`config.mk`:
```
export PLATFORM = sky130hd
export DESIGN_NAME = led_pixel_symbol_encoder_top
export DESIGN_NICKNAME = d
export VERILOG_FILES = /design/src/design/lpse_pkg.sv /design/src/design/lpse_front.sv /design/src/design/lpse_queue.sv /design/src/design/lpse_back.sv /design/src/design/led_pixel_symbol_encoder_top.sv
export VERILOG_INCLUDE_DIRS = /design/src /design/src/design
export SDC_FILE = /design/constraint.sdc
export NUM_CORES = 1
export LEC_CHECK = 0
export ABC_CLOCK_PERIOD_IN_PS = 5360
export BUFFER_PORTS_ARGS = -buffer_cell sky130_fd_sc_hd__buf_2
export CAP_MARGIN = 20
export CORE_ASPECT_RATIO = 0.8
export CORE_MARGIN = 4
export CORE_UTILIZATION = 59
export DETAILED_ROUTE_END_ITERATION = 8
export GPL_ROUTABILITY_DRIVEN = 0
export PLACE_DENSITY = 0.79
export SYNTH_ARGS = -nofsm -noshare
export SYNTH_HDL_FRONTEND = slang
export SYNTH_HIERARCHICAL = 1
export SYNTH_SLANG_ARGS = --single-unit
```
`constraint.sdc`:
```
create_clock -name clk -period 5.36 [get_ports clk]
set_input_delay 0.268 -clock clk [delete_from_list [all_inputs] [get_ports clk]]
set_output_delay 0.268 -clock clk [all_outputs]
set_load 0.02 [all_outputs]
```
`src/design/led_pixel_symbol_encoder_top_defines.svh`:
```
// Assertion macros for the LED pixel symbol encoder.
// The assertions sample on clk and are held off while rst_n is low.
`ifndef LED_PIXEL_SYMBOL_ENCODER_TOP_DEFINES_SVH
`define LED_PIXEL_SYMBOL_ENCODER_TOP_DEFINES_SVH
`ifndef NO_ASSERTIONS
`define LPSE_ASSERT_NOW(label, ante, cons) \
    label: assert property (@(posedge clk) disable iff (!rst_n) (ante) |-> (cons)) \
        else $error("lpse assertion failed");
`define LPSE_ASSERT_NEXT(label, ante, cons) \
    label: assert property (@(posedge clk) disable iff (!rst_n) (ante) |=> (cons)) \
        else $error("lpse assertion failed");
`else
`define LPSE_ASSERT_NOW(label, ante, cons)
`define LPSE_ASSERT_NEXT(label, ante, cons)
`endif
`endif

```
`src/design/lpse_pkg.sv`:
```
`timescale 1ns / 1ps

package lpse_pkg;

    localparam int unsigned BITS_PER_PIXEL = 24;
    localparam int unsigned COUNT_W        = 5;
    localparam int unsigned QUEUE_DEPTH_DEF = 2;

    localparam logic [15:0] SYM_ZERO_BIT = 16'h02AA;
    localparam logic [15:0] SYM_ONE_BIT  = 16'hAAAA;
    localparam logic [6:0]  PCT_FULL     = 7'd100;

    // floor(p / 100) equals (p * 5243) >> 19 for every p below 43690.
    localparam logic [12:0] RECIP_100   = 13'd5243;
    localparam int unsigned RECIP_SHIFT = 19;

    typedef struct packed {
        logic        valid;
        logic [23:0] grb;
    } grb_word_t;

    function automatic logic [7:0] div_by_100(input logic [14:0] p);
        logic [27:0] m;
        m = 28'(p) * 28'(RECIP_100);
        return m[RECIP_SHIFT +: 8];
    endfunction

endpackage

```
`src/design/lpse_front.sv`:
```
`timescale 1ns / 1ps

module lpse_front (
    input  logic                clk,
    input  logic                rst_n,
    input  logic                in_valid,
    output logic                in_stall,
    input  logic [7:0]          red,
    input  logic [7:0]          green,
    input  logic [7:0]          blue,
    input  logic [6:0]          brightness,
    input  logic                queue_full,
    output lpse_pkg::grb_word_t push_word
);
    import lpse_pkg::*;

    logic        s1_valid_reg;
    logic        s1_valid_next;
    logic [14:0] prod_r_reg;
    logic [14:0] prod_g_reg;
    logic [14:0] prod_b_reg;
    logic        load;

    // The product stage holds its word until the queue has room for it.
    assign in_stall = s1_valid_reg && queue_full;
    assign load     = in_valid && !in_stall;

    always_comb
    begin
        s1_valid_next = s1_valid_reg;
        if (!in_stall)
        begin
            s1_valid_next = in_valid;
        end
    end

    always_ff @(posedge clk or negedge rst_n)
    begin
        if (!rst_n)
        begin
            s1_valid_reg <= 1'b0;
        end
        else
        begin
            s1_valid_reg <= s1_valid_next;
        end
    end

    always_ff @(posedge clk)
    begin
        if (load)
        begin
            prod_r_reg <= 15'(red)   * 15'(brightness);
            prod_g_reg <= 15'(green) * 15'(brightness);
            prod_b_reg <= 15'(blue)  * 15'(brightness);
        end
    end

    assign push_word.valid = s1_valid_reg && !queue_full;
    assign push_word.grb   = {div_by_100(prod_g_reg), div_by_100(prod_r_reg),
                              div_by_100(prod_b_reg)};

endmodule

```
`src/design/lpse_queue.sv`:
```
`timescale 1ns / 1ps

module lpse_queue #(
    parameter int unsigned DEPTH = lpse_pkg::QUEUE_DEPTH_DEF
) (
    input  logic                clk,
    input  logic                rst_n,
    input  lpse_pkg::grb_word_t push_word,
    output logic                full,
    input  logic                pop,
    output lpse_pkg::grb_word_t head
);
    import lpse_pkg::*;

    localparam int unsigned PTR_W = (DEPTH > 1) ? $clog2(DEPTH) : 1;
    localparam int unsigned CNT_W = $clog2(DEPTH + 1);
    localparam logic [PTR_W-1:0] LAST_PTR = PTR_W'(DEPTH - 1);

    logic [23:0]      entry_reg [DEPTH];
    logic [PTR_W-1:0] wr_ptr_reg;
    logic [PTR_W-1:0] wr_ptr_next;
    logic [PTR_W-1:0] rd_ptr_reg;
    logic [PTR_W-1:0] rd_ptr_next;
    logic [CNT_W-1:0] count_reg;
    logic [CNT_W-1:0] count_next;
    logic             do_push;
    logic             do_pop;

    assign full       = (count_reg == CNT_W'(DEPTH));
    assign head.valid = (count_reg != '0);
    assign head.grb   = entry_reg[rd_ptr_reg];

    assign do_push = push_word.valid && !full;
    assign do_pop  = pop && head.valid;

    always_comb
    begin
        wr_ptr_next = wr_ptr_reg;
        rd_ptr_next = rd_ptr_reg;
        count_next  = count_reg;
        if (do_push)
        begin
            wr_ptr_next = (wr_ptr_reg == LAST_PTR) ? '0 : wr_ptr_reg + 1'b1;
        end
        if (do_pop)
        begin
            rd_ptr_next = (rd_ptr_reg == LAST_PTR) ? '0 : rd_ptr_reg + 1'b1;
        end
        if (do_push && !do_pop)
        begin
            count_next = count_reg + 1'b1;
        end
        else if (do_pop && !do_push)
        begin
            count_next = count_reg - 1'b1;
        end
    end

    always_ff @(posedge clk or negedge rst_n)
    begin
        if (!rst_n)
        begin
            wr_ptr_reg <= '0;
            rd_ptr_reg <= '0;
            count_reg  <= '0;
        end
        else
        begin
            wr_ptr_reg <= wr_ptr_next;
            rd_ptr_reg <= rd_ptr_next;
            count_reg  <= count_next;
        end
    end

    always_ff @(posedge clk)
    begin
        if (do_push)
        begin
            entry_reg[wr_ptr_reg] <= push_word.grb;
        end
    end

endmodule

```
`src/design/lpse_back.sv`:
```
`timescale 1ns / 1ps

module lpse_back (
    input  logic                clk,
    input  logic                rst_n,
    input  lpse_pkg::grb_word_t head,
    output logic                pop,
    output logic                out_valid,
    input  logic                out_stall,
    output logic [15:0]         symbol_word,
    output logic                last_symbol
);
    import lpse_pkg::*;

    logic               busy_reg;
    logic               busy_next;
    logic [23:0]        shift_reg;
    logic [23:0]        shift_next;
    logic [COUNT_W-1:0] count_reg;
    logic [COUNT_W-1:0] count_next;
    logic               accept;
    logic               done;

    assign out_valid   = busy_reg;
    assign last_symbol = (count_reg == COUNT_W'(1));
    assign symbol_word = shift_reg[23] ? SYM_ONE_BIT : SYM_ZERO_BIT;

    // A new pixel loads in the cycle its last word is taken, so queued pixels run gap-free.
    assign accept = busy_reg && !out_stall;
    assign done   = !busy_reg || (accept && last_symbol);
    assign pop    = done && head.valid;

    always_comb
    begin
        busy_next  = busy_reg;
        shift_next = shift_reg;
        count_next = count_reg;
        priority if (pop)
        begin
            busy_next  = 1'b1;
            shift_next = head.grb;
            count_next = COUNT_W'(BITS_PER_PIXEL);
        end
        else if (done)
        begin
            busy_next  = 1'b0;
            count_next = '0;
        end
        else if (accept)
        begin
            shift_next = {shift_reg[22:0], 1'b0};
            count_next = count_reg - 1'b1;
        end
    end

    always_ff @(posedge clk or negedge rst_n)
    begin
        if (!rst_n)
        begin
            busy_reg  <= 1'b0;
            count_reg <= '0;
        end
        else
        begin
            busy_reg  <= busy_next;
            count_reg <= count_next;
        end
    end

    always_ff @(posedge clk)
    begin
        shift_reg <= shift_next;
    end

endmodule

```
`src/design/led_pixel_symbol_encoder_top.sv`:
```
// Channel   Handshake            Word
// input     in_valid / in_stall  red, green, blue (8 bits each)
// output    out_valid/ out_stall symbol_word (16 bits), last_symbol
// config    brightness_percent_we brightness_percent (7 bits, clamped to 100)
//
// Each pixel produces 24 output words, one per cycle while not stalled, set
// by the serializer that shifts out one bit per cycle; queued pixels follow
// each other with no gap. An accepted pixel passes the product stage and the
// queue into the serializer. Reset empties the pipe and sets brightness to
// 100. A stalled output holds its word; the front keeps accepting until the
// queue and the product stage are full.
`timescale 1ns / 1ps

module led_pixel_symbol_encoder_top #(
    parameter int unsigned QUEUE_DEPTH = lpse_pkg::QUEUE_DEPTH_DEF
) (
    input  logic        clk,
    input  logic        rst_n,
    input  logic        in_valid,
    output logic        in_stall,
    input  logic [7:0]  red,
    input  logic [7:0]  green,
    input  logic [7:0]  blue,
    output logic        out_valid,
    input  logic        out_stall,
    output logic [15:0] symbol_word,
    output logic        last_symbol,
    input  logic        brightness_percent_we,
    input  logic [6:0]  brightness_percent
);
    import lpse_pkg::*;

    `include "led_pixel_symbol_encoder_top_defines.svh"

    logic [6:0] brightness_reg;
    logic [6:0] brightness_next;
    grb_word_t  push_word;
    grb_word_t  head;
    logic       queue_full;
    logic       pop;

    always_comb
    begin
        brightness_next = brightness_reg;
        if (brightness_percent_we)
        begin
            brightness_next = (brightness_percent > PCT_FULL) ? PCT_FULL
                                                              : brightness_percent;
        end
    end

    always_ff @(posedge clk or negedge rst_n)
    begin
        if (!rst_n)
        begin
            brightness_reg <= PCT_FULL;
        end
        else
        begin
            brightness_reg <= brightness_next;
        end
    end

    lpse_front u_front (
        .clk        (clk),
        .rst_n      (rst_n),
        .in_valid   (in_valid),
        .in_stall   (in_stall),
        .red        (red),
        .green      (green),
        .blue       (blue),
        .brightness (brightness_reg),
        .queue_full (queue_full),
        .push_word  (push_word)
    );

    lpse_queue #(
        .DEPTH (QUEUE_DEPTH)
    ) u_queue (
        .clk       (clk),
        .rst_n     (rst_n),
        .push_word (push_word),
        .full      (queue_full),
        .pop       (pop),
        .head      (head)
    );

    lpse_back u_back (
        .clk         (clk),
        .rst_n       (rst_n),
        .head        (head),
        .pop         (pop),
        .out_valid   (out_valid),
        .out_stall   (out_stall),
        .symbol_word (symbol_word),
        .last_symbol (last_symbol)
    );

    `LPSE_ASSERT_NOW(a_brightness_range, 1'b1, brightness_reg <= PCT_FULL)
    `LPSE_ASSERT_NOW(a_pop_has_word, pop, head.valid)
    `LPSE_ASSERT_NEXT(a_pixel_continues, out_valid && !out_stall && !last_symbol, out_valid)

endmodule

```
======== After elaboration in Yosys (flattened, before gate mapping) ========
Memory sizes are Yosys's and may differ from the RTL's.
Index checks and enable logic that the tools add are counted.
storage, ports and cells
  RAM bits ................................ 48
  bits of input ports ..................... 36
  word-level logic and storage cells ...... 66
  memories ................................ 1
  register bits after elaboration ......... 87
memories
  name               words  bits a word  read ports  clocked after Yosys merged registers in  write ports  line              RTL
  u_queue.entry_reg  2      24           1           0                                        1            lpse_queue.sv:19  logic [23:0] entry_reg [DEPTH];
operators by class
  reduce and logical (&&, ||, !) cells .... 23
  equal/unequal tests ..................... 3
  $mul .................................... 6
  muxes and demuxes ....................... 16
  $lt $le $gt $ge ......................... 1
  add/sub/neg operators ................... 5
operator list
  cell                                                   count
  multiplier 15 x 13 -> 27 bit (second input constant)   3
  2-to-1 mux 24 bit                                      3
  multiplier 8 x 7 -> 15 bit                             3
  2-to-1 mux 16 bit                                      1
  2-to-1 mux 5 bit                                       3
  logical AND 1 bit                                      10
  nonzero test 2 bit                                     4
  greater-than comparator 7 bit (second input constant)  1
  2-to-1 mux 7 bit                                       1
  logical NOT 1 bit                                      6
  2-to-1 mux 1 bit                                       6
  == test 5 x 1 -> 1 bit (second input constant)         1
  subtractor 5 x 1 -> 5 bit (second input constant)      1
  2-to-1 mux 2 bit                                       2
  nonzero test 3 bit                                     1
  adder 1 bit (second input constant)                    2
  adder 2 x 1 -> 2 bit (second input constant)           1
  == test 2 bit (second input constant)                  1
  != test 2 bit (second input constant)                  1
  AND reduction 2 bit                                    1
  subtractor 2 x 1 -> 2 bit (second input constant)      1
  logical OR 1 bit                                       1

======== Longest topological paths before layout ========
  depth in word-level cells ............... 9
  gate-level depth with buffers ........... 18

======== Cells and area by module ========
Netlist, hierarchy kept.
modules (own cells, without submodules)
  module                        cells an instance  instances  area an instance (µm²)
  lpse_front                    1728               1          16991.3
  lpse_queue                    94                 1          2034.5
  lpse_back                     110                1          1587.8
  led_pixel_symbol_encoder_top  26                 1          300.3

======== Worst setup path before layout ========
No wires, ideal clock.
  kind .................................... flip-flop to flip-flop
  start ................................... register u_front.prod_g_reg[8]
  end ..................................... memory u_queue.entry_reg[0][20] (data pin)
  stages on the path, launching flop included .. 16
  arrival time ............................ 4.721 ns
  period minus slack after synthesis ...... 4.984 ns
  setup slack ............................. 0.376 ns
  library setup time ...................... 0.262 ns
  required time ........................... 5.098 ns
  path through ............................ edfxtp_1 -> ha_1 -> fa_1 -> fa_1 -> inv_1 -> fa_1 -> fa_1 -> inv_1 -> ha_1 -> a41oi_1 -> o21ai_0 -> a221o_1 -> a2111o_1 -> a31o_2 -> a21oi_1 -> xnor2_1
RTL lines
  item                    line              RTL
  from (decl)             lpse_front.sv:20  logic [14:0] prod_g_reg;
  from (signal assigned)  lpse_front.sv:54  prod_g_reg <= 15'(green) * 15'(brightness);
  to (decl)               lpse_queue.sv:19

==> run_results.csv <==
group,metric,value,unit
placed_design,pre_cts_ws,0.0690,ns
sta,worstMarginPinSlew,0.637,ns
yosys,synthTopCellsByArea,"fa_1 28%, ha_1 24%, edfxtp_1 17%",
drt,wl_per_cell,16.4,um
drt,ant_nets,0,
sta,setup_ws,0.114,ns
drt,num_vias,13300,
sta,min_period_over_period,0.979,
sta,fin_skew,0.0131,ns
grt,grt_overflow,0,
floorplanning,die_w,218,um
clock_network,cts_buffers,17,
worst_setup_path,arrival,5.41,ns
floorplanning,core,34900,um2
yosys,synth_seq_cells,135,
yosys,synthTopCellsByCount,"498 x inv_1, 396 x ha_1, 291 x fa_1",
clock_network,root_buffer,"clkbuf_16",
sta,fmax,191,MHz
drt,dr.first_iter.drc_count,822,
status,status,"finished, final reports clean",
grt,antenna_found_initial,0,
sta,final.min_clock_period,5.25,ns
drt,drc_errors,0,
yosys,postSynthCellCount,1958,
grt,grt_pass1_wl,68900,um
clock_network,cts_buffer_depth,2,
clock_network,cts_tree,"yes",
flow_run,max_cap_viol_count,0,
yosys,yosysWarnings,6,
yosys,synth_area,20900,um2
layout,diodes,0,
clock_network,clk_pin_slew_worst_paths,0.06,ns
clock_network,htree_levels,4,
drt,routed_via_density,5.25,
sta,finalHoldViolations,0,
floorplanning,initial_core_util,0.600,
drt,drt-met1-wl,19800,um
worst_setup_path,crit_required,5.52,ns
worst_setup_path,endpoint_kind,"flop",
layout,fin_util,0.649,
yosys,synth_top_cell_by_area,"fa_1",
floorplanning,die_y,176,um
placed_design,place_area,21700,um2
layout,layout.nets,2775,
layout,design_area,22600,um2
clock_network,clkSinkCount,135,
placed_design,dp.final_hpwl,33700,um
drt,met2_length,19300,um
hold_path,hold_path_class,"in -> reg",
sta,drv_slew,0,
sta,whs,0.0606,ns
clock_network,clock_latency,0.43,ns
sta,setup_violations,0,
drt,routed.top_layer,"met4",
worst_setup_path,path_class,"reg -> reg",
yosys,postSynthAreaPerCell,10.7,um2
placed_design,port_buffers,41,
floorplanning,rows,61,
grt,grt_usage,0.219,
grt,grt_pass1_vias,14300,
yosys,yosysUniqueCellTypes,64,
sta,relSlewSlack,0.575,
drt,routed-wl-met3,2210,um
layout,syn2layout_area_growth,8.20,%
floorplanning,io_pins,55,
yosys,synthFlopType,"edfxtp_1",
yosys,synthMostInstantiatedCell,"inv_1",
yosys,synth-async-reset-ratio,0.133,
yosys,synth-seq-area-share,0.190,
yosys,synth_top_area_frac,0.279,
layout,largest_reg_flops,48,
layout,drive_above_1_share,0.104,
worst_setup_path,start_kind,"flop",
grt,grt_max_degree,46,
drt,dr.pass1.iters,5,
drt,wl,41600,um
worst_setup_path,worstPathMaxFanout,4,
yosys,synth-edff-count,117,
floorplanning,die_area,38500,um2
==> critical path, cell delays in order, from the launching register on <==
cell and delay (ns):
edfxtp_1 0.48, buf_4 0.20, fa_1 0.48, ha_1 0.30, inv_1 0.07, fa_1 0.53
inv_1 0.05, fa_1 0.47, inv_1 0.05, fa_1 0.47, inv_1 0.05, ha_1 0.29
a21o_1 0.17, a21o_1 0.17, a211o_1 0.33, a2111o_1 0.34, a31o_2 0.26, a21oi_1 0.17
xnor2_1 0.10
==> kinds of logic after synthesis <==
group	share of synthesized area
AO/OA/AOI/OAI	0.0471
XOR/XNOR	0.0302
adder cells (fa/ha/maj)	0.515
buffers and inverters	0.102
flip-flops	0.190
multiplexers	0.0346
other	0.000359
AND/OR/NAND/NOR	0.0808
==> metrics by stage <==
| step | instances | setup TNS (ns) |
|---|---|---|
| finish | 2537 | 0 |
| CTS | 2498 | 0 |
| global route | 2537 | -0.221 |
| global placement | 2464 | 0 |
| detailed placement | 2465 | 0 |
| floorplan | 1969 | 0 |
==> worst paths after layout <==
path | from | end | slack, ns | depth (start not counted)
worst max-delay path | u_front/prod_g_reg[10] | u_queue/entry_reg[0][20] | 0.11 | 18
worst min-delay path | brightness_percent[2] | brightness_reg[2] | 0.06 | 3
worst max register to register | u_front/prod_g_reg[10] | u_queue/entry_reg[0][20] | 0.11 | 18
worst min register to register | u_queue/count_reg[1] | u_queue/count_reg[1] | 0.51 | 1
max in group asynchronous | rst_n | brightness_reg[5] | 4.64 | 2
min in group asynchronous | rst_n | u_back/count_reg[1] | 0.36 | 2
==> layer usage <==
metal	vias to the layer above	GRT usage
met4	0	0.0332
met1	6599	0.326
li1	6396	-
met5	-	0
met2	287	0.344
met3	41	0.0444
==> cell type report <==
type / instances / area [um2]
sequential: 135 / 3970
clock inverter: 14 / 164
timing repair buffer: 102 / 686
multi-input combinational: 1298 / 14900
inverter: 498 / 1870
tap: 472 / 591
clock buffer: 18 / 429
fill: 2583 / 12300
==> cells in the final DEF (no fill, tap or decap), types with 19 or more instances in the layout <==
cell	n
a21oi_1	37
and2_1	104
edfxtp_1	117
mux2_4	38
fa_1	291
ha_1	394
xnor2_1	59
a21o_1	20
nand2_1	96
buf_2	41
nor2_1	38
buf_4	59
inv_1	496
nand3_1	19
==> repair_timing <==
item / CTS / global route
setup endpoints to repair: 0 / 25
endpoints found under the hold margin: 15 / 0
setup buffers: 0 / 39
gates resized for setup: 0 / 10
hold buffers: 1 / 0
Power is not shown: default switching activity piles up to over one toggle a cycle in this logic, so the estimate is an artifact.
